$ cat src/rtl/pdcb_pkg.sv
// Shared types, constants and codes of the per-destination coalescing buffer.
`default_nettype none

package pdcb_pkg;

	localparam int DEST_W     = 4;
	localparam int WORD_W     = 64;
	localparam int LEN_W      = 7;
	localparam int TAG_W      = 8;
	localparam int RANK_W     = 4;
	localparam int STATUS_W   = 2;
	localparam int CFG_IDX_W  = 1;
	localparam int CFG_DATA_W = 7;

	localparam int RANKS_DEFAULT    = 16;
	localparam int CAPACITY_DEFAULT = 64;

	localparam logic [LEN_W-1:0] EAGER_RESET = LEN_W'(64);

	typedef enum logic [CFG_IDX_W-1:0] {
		CFG_EAGER = 1'b0,
		CFG_RANK  = 1'b1
	} cfg_idx_t;

	typedef enum logic [STATUS_W-1:0] {
		ST_APPENDED = 2'd0,
		ST_OVERFLOW = 2'd1,
		ST_NOFLUSH  = 2'd2,
		ST_FLUSHED  = 2'd3
	} status_t;

	typedef enum logic [1:0] {
		K_APPEND     = 2'd0,
		K_FLUSH      = 2'd1,
		K_BAD_APPEND = 2'd2,
		K_BAD_FLUSH  = 2'd3
	} kind_t;

	typedef enum logic [2:0] {
		B_IDLE = 3'd0,
		B_EVAL = 3'd1,
		B_DIV  = 3'd2,
		B_READ = 3'd3,
		B_WORD = 3'd4,
		B_SEND = 3'd5
	} state_t;

	typedef struct packed {
		kind_t              kind;
		logic [DEST_W-1:0]  dest;
		logic [WORD_W-1:0]  word;
		logic [LEN_W-1:0]   period;
		logic [TAG_W-1:0]   tag;
		logic               force_req;
	} cmd_t;

	typedef struct packed {
		logic               start;
		logic [LEN_W-1:0]   dividend;
		logic [LEN_W-1:0]   divisor;
	} div_req_t;

	typedef struct packed {
		logic               done;
		logic [LEN_W-1:0]   rem;
	} div_rsp_t;

endpackage

`default_nettype wire

$ cat src/rtl/pdcb_if.sv
// Valid/ready channel interfaces for the input items and the result words.
`default_nettype none

interface pdcb_in_if;
	logic                          valid;
	logic                          ready;
	logic                          func;
	logic [pdcb_pkg::DEST_W-1:0]   destination;
	logic [pdcb_pkg::WORD_W-1:0]   word;
	logic [pdcb_pkg::LEN_W-1:0]    period;
	logic [pdcb_pkg::TAG_W-1:0]    tag;
	logic                          force_req;

	modport source (output valid, func, destination, word, period, tag, force_req,
		input ready);
	modport sink (input valid, func, destination, word, period, tag, force_req,
		output ready);
endinterface


`default_nettype wire

$ cat src/rtl/pdcb_front.sv
// Front part: accepts input words, classifies them and queues commands.
`default_nettype none

module pdcb_front #(
	parameter int RANKS = pdcb_pkg::RANKS_DEFAULT
) (
	input  wire logic     clk,
	input  wire logic     arst_n,
	pdcb_in_if.sink       in,
	output pdcb_pkg::cmd_t head,
	output logic          head_valid,
	input  wire logic     pop
);

	localparam int QDepth = 2;
	localparam int PtrW   = $clog2(QDepth);
	localparam int CntW   = $clog2(QDepth + 1);

	pdcb_pkg::cmd_t  queue_q [QDepth];
	pdcb_pkg::cmd_t  cmd_new;
	logic [PtrW-1:0] wptr_q;
	logic [PtrW-1:0] rptr_q;
	logic [CntW-1:0] cnt_q;
	logic            push;
	logic            in_range;

	assign in.ready   = (cnt_q != CntW'(QDepth));
	assign push       = in.valid & in.ready;
	assign head       = queue_q[rptr_q];
	assign head_valid = (cnt_q != '0);

	// A destination at or above the rank count touches no state.
	assign in_range = (32'(in.destination) < RANKS);

	always_comb begin
		cmd_new.dest      = in.destination;
		cmd_new.word      = in.word;
		cmd_new.period    = in.period;
		cmd_new.tag       = in.tag;
		cmd_new.force_req = in.force_req;
		if (in.func) begin
			cmd_new.kind = in_range ? pdcb_pkg::K_FLUSH : pdcb_pkg::K_BAD_FLUSH;
		end else begin
			cmd_new.kind = in_range ? pdcb_pkg::K_APPEND : pdcb_pkg::K_BAD_APPEND;
		end
	end

	always_ff @(posedge clk) begin
		if (push) begin
			queue_q[wptr_q] <= cmd_new;
		end
	end

	always_ff @(posedge clk or negedge arst_n) begin
		if (!arst_n) begin
			wptr_q <= '0;
			rptr_q <= '0;
			cnt_q  <= '0;
		end else begin
			if (push) begin
				wptr_q <= PtrW'(wptr_q + 1'b1);
			end
			if (pop) begin
				rptr_q <= PtrW'(rptr_q + 1'b1);
			end
			case ({push, pop})
				2'b10:   cnt_q <= CntW'(cnt_q + 1'b1);
				2'b01:   cnt_q <= CntW'(cnt_q - 1'b1);
				default: cnt_q <= cnt_q;
			endcase
		end
	end

endmodule

`default_nettype wire

$ cat src/flat_wrapper.sv
// flat-port wrapper written by rule: the top's interface ports become plain ports
module pdcb_front_flat 
#(
	parameter int RANKS = pdcb_pkg::RANKS_DEFAULT
)
  (clk, arst_n, head, head_valid, pop, in_valid, in_func, in_destination, in_word, in_period, in_tag, in_force_req, in_ready);
  pdcb_in_if in_i ();
  input  wire logic clk;
  input  wire logic arst_n;
  output pdcb_pkg::cmd_t head;
  output logic head_valid;
  input  wire logic pop;
  input wire logic [$bits(in_i.valid)-1:0] in_valid;
  input wire logic [$bits(in_i.func)-1:0] in_func;
  input wire logic [$bits(in_i.destination)-1:0] in_destination;
  input wire logic [$bits(in_i.word)-1:0] in_word;
  input wire logic [$bits(in_i.period)-1:0] in_period;
  input wire logic [$bits(in_i.tag)-1:0] in_tag;
  input wire logic [$bits(in_i.force_req)-1:0] in_force_req;
  output wire logic [$bits(in_i.ready)-1:0] in_ready;
  assign in_i.valid = in_valid;
  assign in_i.func = in_func;
  assign in_i.destination = in_destination;
  assign in_i.word = in_word;
  assign in_i.period = in_period;
  assign in_i.tag = in_tag;
  assign in_i.force_req = in_force_req;
  assign in_ready = in_i.ready;
  pdcb_front #(.RANKS(RANKS)) u_core (.clk(clk), .arst_n(arst_n), .in(in_i), .head(head), .head_valid(head_valid), .pop(pop));
endmodule
$ cat config.mk
export PLATFORM = sky130hd
export DESIGN_NAME = pdcb_front_flat
export DESIGN_NICKNAME = d
export VERILOG_FILES = /design/src/rtl/pdcb_pkg.sv /design/src/rtl/pdcb_if.sv /design/src/rtl/pdcb_front.sv /design/src/flat_wrapper.sv
export SDC_FILE = /design/constraint.sdc
export NUM_CORES = 1
export LEC_CHECK = 0
export BUFFER_PORTS_ARGS = -buffer_cell sky130_fd_sc_hd__buf_2
export CAP_MARGIN = 20
export CORE_MARGIN = 3
export CORE_UTILIZATION = 52
export DETAILED_ROUTE_END_ITERATION = 10
export HOLD_SLACK_MARGIN = 0.12
export PLACE_DENSITY = 0.88
export SLEW_MARGIN = 15
export SYNTH_ARGS = -nofsm -noshare
export SYNTH_HDL_FRONTEND = slang
export SYNTH_SLANG_ARGS = --single-unit
$ cat constraint.sdc
create_clock -name clk -period 5.7 [get_ports clk]
set_input_delay 0.285 -clock clk [delete_from_list [all_inputs] [get_ports clk]]
set_output_delay 0.285 -clock clk [all_outputs]
set_load 0.01 [all_outputs]
==> results of run 1 <==
per-stage QoR:
step,instances,power (mW),setup WS (ns),cell area (um2)
floorplan,283,2.78,0.922,6540
global placement,617,3.09,3.17,7520
detailed placement,617,3.13,3.05,7520
CTS,736,4.41,2.80,9040
global route,737,4.61,2.71,9060
finish,737,4.41,2.83,9060
power by group:
group | leakage (nW) | total (mW) | internal (mW) | switching [mW]
registers | 1.62 | 1.90 | 1.75 | 0.146
clock network | 0.304 | 1.24 | 0.778 | 0.465
logic | 1.62 | 1.27 | 0.650 | 0.622
worst max-delay path, delay by kind of cell, from the launching register on:
kind	cells	cell delay, ns
buffers and inverters	2	0.84
DFF	1	0.85
muxes	1	0.42
cell usage after synthesis:
master      n  area, um2
buf_12      4       80.1
ha_1        1       12.5
nand2_1     1       3.75
conb_1      1       3.75
buf_4       1       7.51
xnor2_1     3       26.3
and3_1      1       6.26
xor2_1      2       17.5
mux2_2     45        507
nand2b_1    1       6.26
dfrtp_1     4        100
buf_8       1       15.0
mux2_4     40        601
nor2_1      2       7.51
buf_2       4       20.0
or2_2       1       6.26
buf_6       1       11.3
edfxtp_1  170       5100
kinds of logic (layout without fill, tap and decap cells):
logic type    after synthesis  in the layout  share of synthesized area
flops                     174            174                      0.796
mux                        85             85                      0.169
buf+inv                    11            297                     0.0205
simple gates                6              6                    0.00460
xor+xnor                    5              5                    0.00670
fa+ha+maj                   1              1                    0.00191
other cells                 1              1                   0.000574
final cells by class:
class / instances / share of cell area
timing repair buffer: 265 / 0.197
tap: 168 / 0.0232
clock buffer: 18 / 0.0473
clock inverter: 14 / 0.0239
multi-input combinational: 98 / 0.133
sequential: 174 / 0.575
per-layer routing:
layer / vias up / part of all wire / global-route usage
met4: 2 / 0.021 / 0.0784
met1: 1777 / 0.39 / 0.226
met5: - / 0.00083 / 0
li1: 1657 / - / -
met2: 139 / 0.53 / 0.343
met3: 25 / 0.056 / 0.0572
worst max-delay path by stage:
stage	end	slack [ns]	cells after the start
finish	head[3]	2.83	3
global route	head[65]	2.71	3
CTS	head[81]	2.80	3
detailed placement	u_core.queue_q[0][62]	3.05	4
global placement	u_core.queue_q[0][55]	3.17	4
floorplan	u_core.queue_q[0][0]	0.92	3
state kept, by name (all words and copies together), names as in the netlist:
register / count
u_core.wptr_q: 1
u_core.queue_q: 170
u_core.rptr_q: 1
u_core.cnt_q: 2
timing repair:
item                                   in CTS  in global routing
gates resized for setup                     0                  0
endpoints found under the hold margin     175                  0
hold buffers                               87                  0
==> key figures, run 1 <==
GRT
  – First-pass GRT wire length: 20900 um
  – Antenna violations before repair: 1
  – Global router's overall resource usage: 0.196
  – Grt ovf: 0
  – Vias in the first global route: 3932
  – Largest net degree at the start of global routing: 86

Clocking
  – Root Buffer: clkbuf_16
  – Clk sinks: 174
  – Clock transition at path regs: 0.06 ns
  – Skew-Pair Late Insertion Delay: 0.42 ns
  – Number of buffers created by CTS: 17
  – H-tree depth: 4
  – CTS tree: done
  – Clk buf depth: 2
  – Setup bufs post-CTS: 0

Route
  – DRC violations left: 0
  – Drt pass-1 iters: 4
  – Final WL: 13200 um
  – First DRT Iteration DRCs: 197
  – Post-route ant nets: 0
  – Via/cell ratio: 4.88
  – Routed length per placed instance: 17.9 um
  – Vias post-DR: 3600

Worst setup path
  – CP max stage cell: dfrtp_4
  – Cell Chain, Critical Path: buf_4 > mux2_2 > buf_2
  – Crit Path Class: reg -> out
  – Crit. Startpoint: u_core.rptr_q
  – R2R Path Start: u_core.cnt_q[0]
  – CP max FO: 48
  – Reg2reg setup slack: 3.12 ns
  – Crit start category: flip-flop
  – RR Endpoint: u_core.queue_q[0][10]
  – CP Capture Type: output port
  – CP max stage delay: 0.85 ns
  – FF-to-FF path depth: 4
  – CP arrival: 2.58 ns
  – Worst Path Required: 5.41 ns

Final layout
  – Commonest cells after routing, fill and taps aside: 175 x buf_2, 170 x edfxtp_1, 87 x dlygate4sd3_1
  – Fin util: 0.745
  – Most common cell after layout, fill and taps aside: buf_2
  – Layout Nets: 646
  – Sequential cell area: 0.00521 mm2
  – Diode count: 0
  – Synth-to-layout area growth: 38.7%
  – # fillers: 705
  – Area of the multi-input gates: 0.00121 mm2
  – Layout cells sized above 1: 0.522

Flow run
  – Max-cap violations: 0

Logic synthesis
  – Distinct cells, synth: 18
  – Synth warn: 0
  – Register area share after synthesis: 0.796
  – Synthesized cell area: 0.00654 mm2
  – Flops & latches, synth: 174
  – Synth Net Count: 373
  – Synth Area per Inst: 23.1 um2
  – Synthesized instance count: 283

Timing
  – Worst clock skew: 0.00665 ns
  – Fmax: 349 MHz
  – Final setup TNS: 0 ns
  – Hold WS: 0.213 ns
  – Final Slew Violations: 0
  – Worst-Margin Slew: 0.890 ns
  – Final setup viols: 0
  – RSZ-0062 raised after global routing: false
  – Hold violation total from the final report: 0
  – Final Cycle Share: 0.503
  – Slew headroom: 0.405
  – Post-route minimum period: 2.87 ns

Placement
  – GPL Wtd Cong: 0.672
  – Port Buffer Count: 175
  – DP HPWL: 7200 um

Die
  – Ports: 177
  – Chip width: 118 um
  – Die area: 0.0140 mm2
  – Row cnt: 40
  – Core footprint: 0.0122 mm2
  – Initial Util: 0.537
  – DIE HEIGHT: 118 um

Hold path
  – Hold WC Path Type: in -> async

Status
  – Status: finished clean

Power and ir drop
  – Cell leakage power: 3.55 nW
  – VDD IR max: 0.360 mV
  – Power density over cell area: 487 mW/mm2
(Power assumes the default switching activity.)
==> run 2, diff against run 1 <==
Settings changed: ABC_AREA from default to 1.
Clock period 5.7 ns to 3 ns, I/O delays scaled along.
==> key figures, run 2 <==
Clocking
  – Post_cts resized: 0 (unchanged)
  – Skew-Pair Late Insertion Delay: 0.43 ns (about the same)
  – Clk sinks: 174 (unchanged)
  – Root Buffer: clkbuf_16
  – CTS tree: done
  – Cts hold-fix bufs: 89 (+2.3%)
  – Setup bufs post-CTS: 0 (unchanged)
  – Clk buf depth: 2 (unchanged)
  – Clock transition at path regs: 0.07 ns (about the same)
  – H-tree depth: 4 (unchanged)
  – Number of buffers created by CTS: 17 (unchanged)

Worst setup path
  – R2R Path Start: u_core.cnt_q[0]
  – Worst Setup EP: head[41]
  – CP arrival: 2.20 ns (-0.38 ns)
  – Crit. Startpoint: u_core.rptr_q
  – CP Capture Type: output port
  – FF-to-FF path depth: 5 (+1)
  – Worst Path Required: 2.85 ns (-2.56 ns)
  – Crit Path Class: reg -> out
  – RR Endpoint: u_core.queue_q[1][6]
  – Reg2reg setup slack: 1.01 ns (-2.11 ns)
  – CP max FO: 88 (+83%)
  – Crit start category: flip-flop

Final layout
  – Fin area: 0.00908 mm2 (+0.14%)
  – Regs by FF count: u_core.queue_q (170), u_core.cnt_q (2)
  – Largest Register: u_core.queue_q
  – Most common cell after layout, fill and taps aside: buf_2
  – Layout cells sized above 1: 0.303 (-0.219)
  – Final cell count without fillers: 923 (+25%)
  – Fin util: 0.740 (-0.00506)
  – Commonest cells after routing, fill and taps aside: 175 x buf_2, 170 x edfxtp_1, 89 x inv_1, 89 x dlygate4sd3_1, 85 x nand2_1
  – Synth-to-layout area growth: 35.9%
  – Layout Nets: 832 (+29%)
  – Diode count: 0 (unchanged)
  – Largest register FFs: 170 (unchanged)

Timing
  – Final Slew Violations: 0 (unchanged)
  – Hold violation total from the final report: 0 (unchanged)
  – Final Cycle Share: 0.784
  – Worst-Margin Slew: 0.932 ns (+0.0427 ns)
  – Hold WS: 0.440 ns (+0.227 ns)
  – Slew headroom: 0.378 (-0.0270)
  – Final setup viols: 0 (unchanged)
  – RSZ-0062 raised after global routing: false
  – Post-route minimum period: 2.35 ns
  – Final setup TNS: 0 ns (unchanged)
  – Worst clock skew: 0.0120 ns (+0.00531 ns)
  – Fmax: 425 MHz

Logic synthesis
  – Synth Area per Inst: 14.2 um2 (-39%)
  – Distinct cells, synth: 22 (+4)
  – Flops & latches, synth: 174 (unchanged)
  – Most frequent cell after synthesis: edfxtp_1
  – Dominant synthesized flop cell: edfxtp_1
  – Synthesized cell area: 0.00668 mm2 (+2.2%)
  – Synth Net Count: 561 (+50%)
  – Register area share after synthesis: 0.779 (-0.0170)
  – Synth top area cells: edfxtp_1 76%, inv_1 5.0%, nand2_1 4.8%, o21ai_1 3.1%, buf_12 3.0%
  – Synthesized instance count: 471 (+66%)
  – Synth warn: 0 (unchanged)
  – FFs w/ async S/R, synth: 0.0230 (unchanged)
  – Area leader, netlist: edfxtp_1
  – EDFF count, synth: 170 (unchanged)
  – Synth top area share: 0.764 (-0.0167)
  – Most instantiated cells after synthesis: 170 x edfxtp_1, 89 x inv_1, 85 x nand2_1

Route
  – Via/cell ratio: 4.77 (-2.4%)
  – First DRT Iteration DRCs: 259 (+31%)
  – Post-route ant nets: 0 (unchanged)
  – DRC violations left: 0 (unchanged)
  – Drt pass-1 iters: 5 (+1)
  – Routed length per placed instance: 16.2 um (-9.5%)
  – Vias post-DR: 4400 (+22%)
  – Final WL: 14900 um (+13%)

Power and ir drop
  – Power density over cell area: 896 mW/mm2 (+84%)
  – Cell leakage power: 3.87 nW (+8.9%)
  – VDD IR max: 0.665 mV (+85%)

Placement
  – Port Buffer Count: 175 (unchanged)
  – GPL Wtd Cong: 0.782 (+16%)
  – Inst Count DP: 802 (+30%)
  – DP Area: 0.00763 mm2 (+1.4%)
  – DP HPWL: 8730 um (+21%)

Die
  – Row cnt: 40 (unchanged)
  – Chip width: 119 um (+1.0%)
  – DIE HEIGHT: 119 um (+1.0%)
  – Core footprint: 0.0123 mm2 (+0.82%)
  – Initial Util: 0.545 (+0.00725)
  – Die area: 0.0142 mm2 (+2.1%)
  – Ports: 177 (unchanged)

GRT
  – Largest net degree at the start of global routing: 89 (+3.5%)
  – First-pass GRT wire length: 22900 um (+9.5%)
  – Vias in the first global route: 4608 (+17%)
  – Global router's overall resource usage: 0.213 (+0.0171)
  – Grt ovf: 0 (unchanged)
  – Antenna violations before repair: 0 (-1)

Flow run
  – Max-cap violations: 0 (unchanged)

Status
  – Status: finished clean

Hold path
  – Hold WC Path Type: in -> reg
[run 2: cell count changes in the layout (fill, tap and decap cells not counted), sizes merged, moves of 2 or more]
cell,previous run,this run
o21ai,0,85
bufinv,5,2
inv,1,90
dlygate4sd3,87,89
buf,178,183
clkinvlp,3,1
xnor2,3,1
nand2,1,92
clkinv,5,10
mux2,85,0
[run 2: final cells by class]
class / count / area [um2]
fillers: 776 / 3190
inverters: 90 / 338
repair buffers: 272 / 1860
multi-input cells: 187 / 898
clock inverters: 13 / 124
well taps: 168 / 210
clock buffers: 19 / 433
flip-flops and latches: 174 / 5210
[run 2: where the power goes]
part / internal (mW) / switching [mW]
clock: 1.21 / 0.872
sequential: 3.32 / 0.335
combinational: 0.921 / 1.48
[run 2: worst min path at each step]
stage                             to  depth (start not counted)  slack (ns)    startpoint
2_1_floorplan        u_core.cnt_q[0]                          0       -0.15        arst_n
3_3_place_gp           u_core.rptr_q                          1       -0.04        arst_n
3_5_place_dp           u_core.rptr_q                          1       -0.04        arst_n
4_1_cts        u_core.queue_q[0][13]                          2        0.42  in_period[4]
5_1_grt        u_core.queue_q[1][23]                          2        0.44    in_word[7]
6_report       u_core.queue_q[1][15]                          2        0.44  in_period[6]
[run 2: critical path: stages (launching register included)]
cell	delay, ns
dfrtp_4	1.01
buf_4	0.38
nand2_1	0.09
o21ai_0	0.09
buf_2	0.16
[run 2: cell families (layout without fill, tap and decap cells)]
| kind of cell | count (synthesis) | in the layout | share of synthesized area |
|---|---|---|---|
| buffers and inverters | 110 | 394 | 0.0884 |
| other | 1 | 1 | 0.000561 |
| DFF | 174 | 174 | 0.779 |
| AOI/OAI and AO/OA | 86 | 86 | 0.0695 |
| adders and majority gates | 1 | 1 | 0.00187 |
| xor gates and xnor gates | 2 | 2 | 0.00262 |
| and+or+nand+nor | 97 | 97 | 0.0577 |
[run 2: layer usage]
| metal | vias up | share of wire | track usage |
|---|---|---|---|
| met5 | - | 0 | 0 |
| met4 | 0 | 0.032 | 0.102 |
| li1 | 2138 | - | - |
| met1 | 2066 | 0.37 | 0.220 |
| met2 | 160 | 0.54 | 0.392 |
| met3 | 36 | 0.058 | 0.0632 |
[run 2: per-stage QoR]
step | power (mW) | worst slack (ns)
3_3_place_gp | 5.87 | 1.08
3_5_place_dp | 5.99 | 0.993
6_report | 8.13 | 0.648
5_1_grt | 8.55 | 0.451
4_1_cts | 8.16 | 0.623
2_1_floorplan | 5.21 | 0.684
==> run 3, diff against run 2 <==
Clock period 3 ns to 2.2 ns, I/O delays scaled along.
==> key figures, run 3 (synthesized netlist as in run 2, its figures left out) <==
Final layout
  – Most common cell after layout, fill and taps aside: buf_2
  – Largest register FFs: 170 (unchanged)
  – Largest Register: u_core.queue_q
  – Diode count: 0 (unchanged)
  – Fin area: 0.00911 mm2 (+0.34%)
  – Synth-to-layout area growth: 36.4%
  – Regs by FF count: u_core.queue_q (170), u_core.cnt_q (2)
  – Layout Nets: 830 (-0.24%)
  – Layout cells sized above 1: 0.301 (-0.00185)
  – Commonest cells after routing, fill and taps aside: 175 x buf_2, 170 x edfxtp_1, 89 x inv_1, 89 x dlygate4sd3_1, 85 x nand2_1

Clocking
  – Number of buffers created by CTS: 17 (unchanged)
  – Clk sinks: 174 (unchanged)
  – H-tree depth: 4 (unchanged)
  – Root Buffer: clkbuf_16
  – Skew-Pair Late Insertion Delay: 0.41 ns (-0.02 ns)
  – Setup bufs post-CTS: 0 (unchanged)
  – Clock transition at path regs: 0.07 ns (about the same)
  – CTS tree: done
  – Clk buf depth: 2 (unchanged)

Route
  – Drt pass-1 iters: 5 (unchanged)
  – DRC violations left: 0 (unchanged)
  – Vias post-DR: 4460 (+1.4%)
  – First DRT Iteration DRCs: 390 (+51%)
  – Via/cell ratio: 4.84 (+1.6%)
  – Final WL: 14800 um (-1.1%)
  – Post-route ant nets: 0 (unchanged)
  – Routed length per placed instance: 16.0 um (-0.90%)

Timing
  – Post-route minimum period: 1.73 ns
  – Worst-Margin Slew: 0.573 ns (-0.360 ns)
  – Final Slew Violations: 0 (unchanged)
  – Hold violation total from the final report: 0 (unchanged)
  – Final setup viols: 0 (unchanged)
  – Final setup TNS: 0 ns (unchanged)
  – Final Cycle Share: 0.786
  – Slew headroom: 0.618 (+0.240)
  – RSZ-0062 raised after global routing: false
  – Worst clock skew: 0.00988 ns (-0.00208 ns)
  – Fmax: 578 MHz

GRT
  – Vias in the first global route: 4770 (+3.5%)
  – Grt ovf: 0 (unchanged)
  – Antenna violations before repair: 0 (unchanged)
  – Largest net degree at the start of global routing: 89 (unchanged)
  – First-pass GRT wire length: 23500 um (+2.9%)
  – Global router's overall resource usage: 0.213 (+0.000438)

Die
  – Row cnt: 40 (unchanged)
  – Chip width: 119 um (unchanged)
  – Ports: 177 (unchanged)
  – Initial Util: 0.545 (unchanged)
  – Die area: 0.0142 mm2 (unchanged)
  – DIE HEIGHT: 119 um (unchanged)
  – Core footprint: 0.0123 mm2 (unchanged)

Placement
  – Port Buffer Count: 175 (unchanged)
  – GPL Wtd Cong: 0.727 (-7.0%)
  – DP Area: 0.00764 mm2 (about the same)
  – DP HPWL: 8330 um (-4.6%)

Worst setup path
  – Worst Path Required: 2.09 ns (-0.76 ns)
  – Crit Path Class: reg -> out
  – Crit start category: flip-flop
  – CP arrival: 1.62 ns (-0.58 ns)
  – CP max FO: 88 (unchanged)
  – CP Capture Type: output port

Power and ir drop
  – Power density over cell area: 1230 mW/mm2 (+38%)
  – VDD IR max: 1.07 mV (+61%)
  – Cell leakage power: 3.88 nW (+0.26%)

Hold path
  – Hold WC Path Type: in -> reg

Flow run
  – Max-cap violations: 0 (unchanged)

Status
  – Status: finished clean
-- run 3: worst paths after layout --
check	depth (start not counted)	slack, ns	from	endpoint
max reg2reg	5	0.47	u_core.cnt_q[0]	u_core.queue_q[1][57]
max	3	0.47	u_core.rptr_q	head[24]
min	2	0.42	in_period[5]	u_core.queue_q[0][14]
min in group asynchronous	3	0.61	arst_n	u_core.cnt_q[0]
min reg2reg	1	0.55	u_core.cnt_q[0]	u_core.cnt_q[0]
max in group asynchronous	3	1.37	arst_n	u_core.rptr_q
-- run 3: where the power goes --
group	total, mW	switching [mW]	internal (mW)
combinational	3.54	2.27	1.27
clock	2.93	1.16	1.77
sequential	4.75	0.226	4.53
-- run 3: through the flow --
step	instances	setup slack (ns)	util	power, mW	hold slack [ns]
global route	921	0.366	0.743	11.8	0.411
finish	921	0.470	0.743	11.2	0.417
floorplan	471	-0.0880	-	7.12	-0.186
CTS	921	0.481	0.743	11.2	0.396
detailed placement	800	0.562	0.623	8.17	-0.0748
global placement	800	0.634	0.623	8.01	-0.0818
-- run 3: final cells by class --
class	instances	area [um2]
clock buffer	19	433
clock inverter	13	148
fill	722	3150
inverter	90	338
multi-input combinational	187	908
sequential	174	5210
tap	168	210
timing repair buffer	270	1860
-- run 3: layer usage --
metal  wire length, um  vias up  share of wire  global-route usage
met3               972       39          0.066              0.0575
met1              5410     2104           0.37               0.233
met2              7960      191           0.54               0.381
met4               427        0          0.029               0.107
met5                 0        -              0                   0
li1                  -     2126              -                   -
-- run 3: critical path, cell delays in order, from the launching register on --
cell     delay (ns)
dfrtp_4        0.50
buf_12         0.21
o21ai_0        0.26
buf_2          0.18
-- run 3: timing repair --
action	CTS	global route
hold endpoints to repair	177	0
hold buffers	89	0
gates resized for setup	0	0
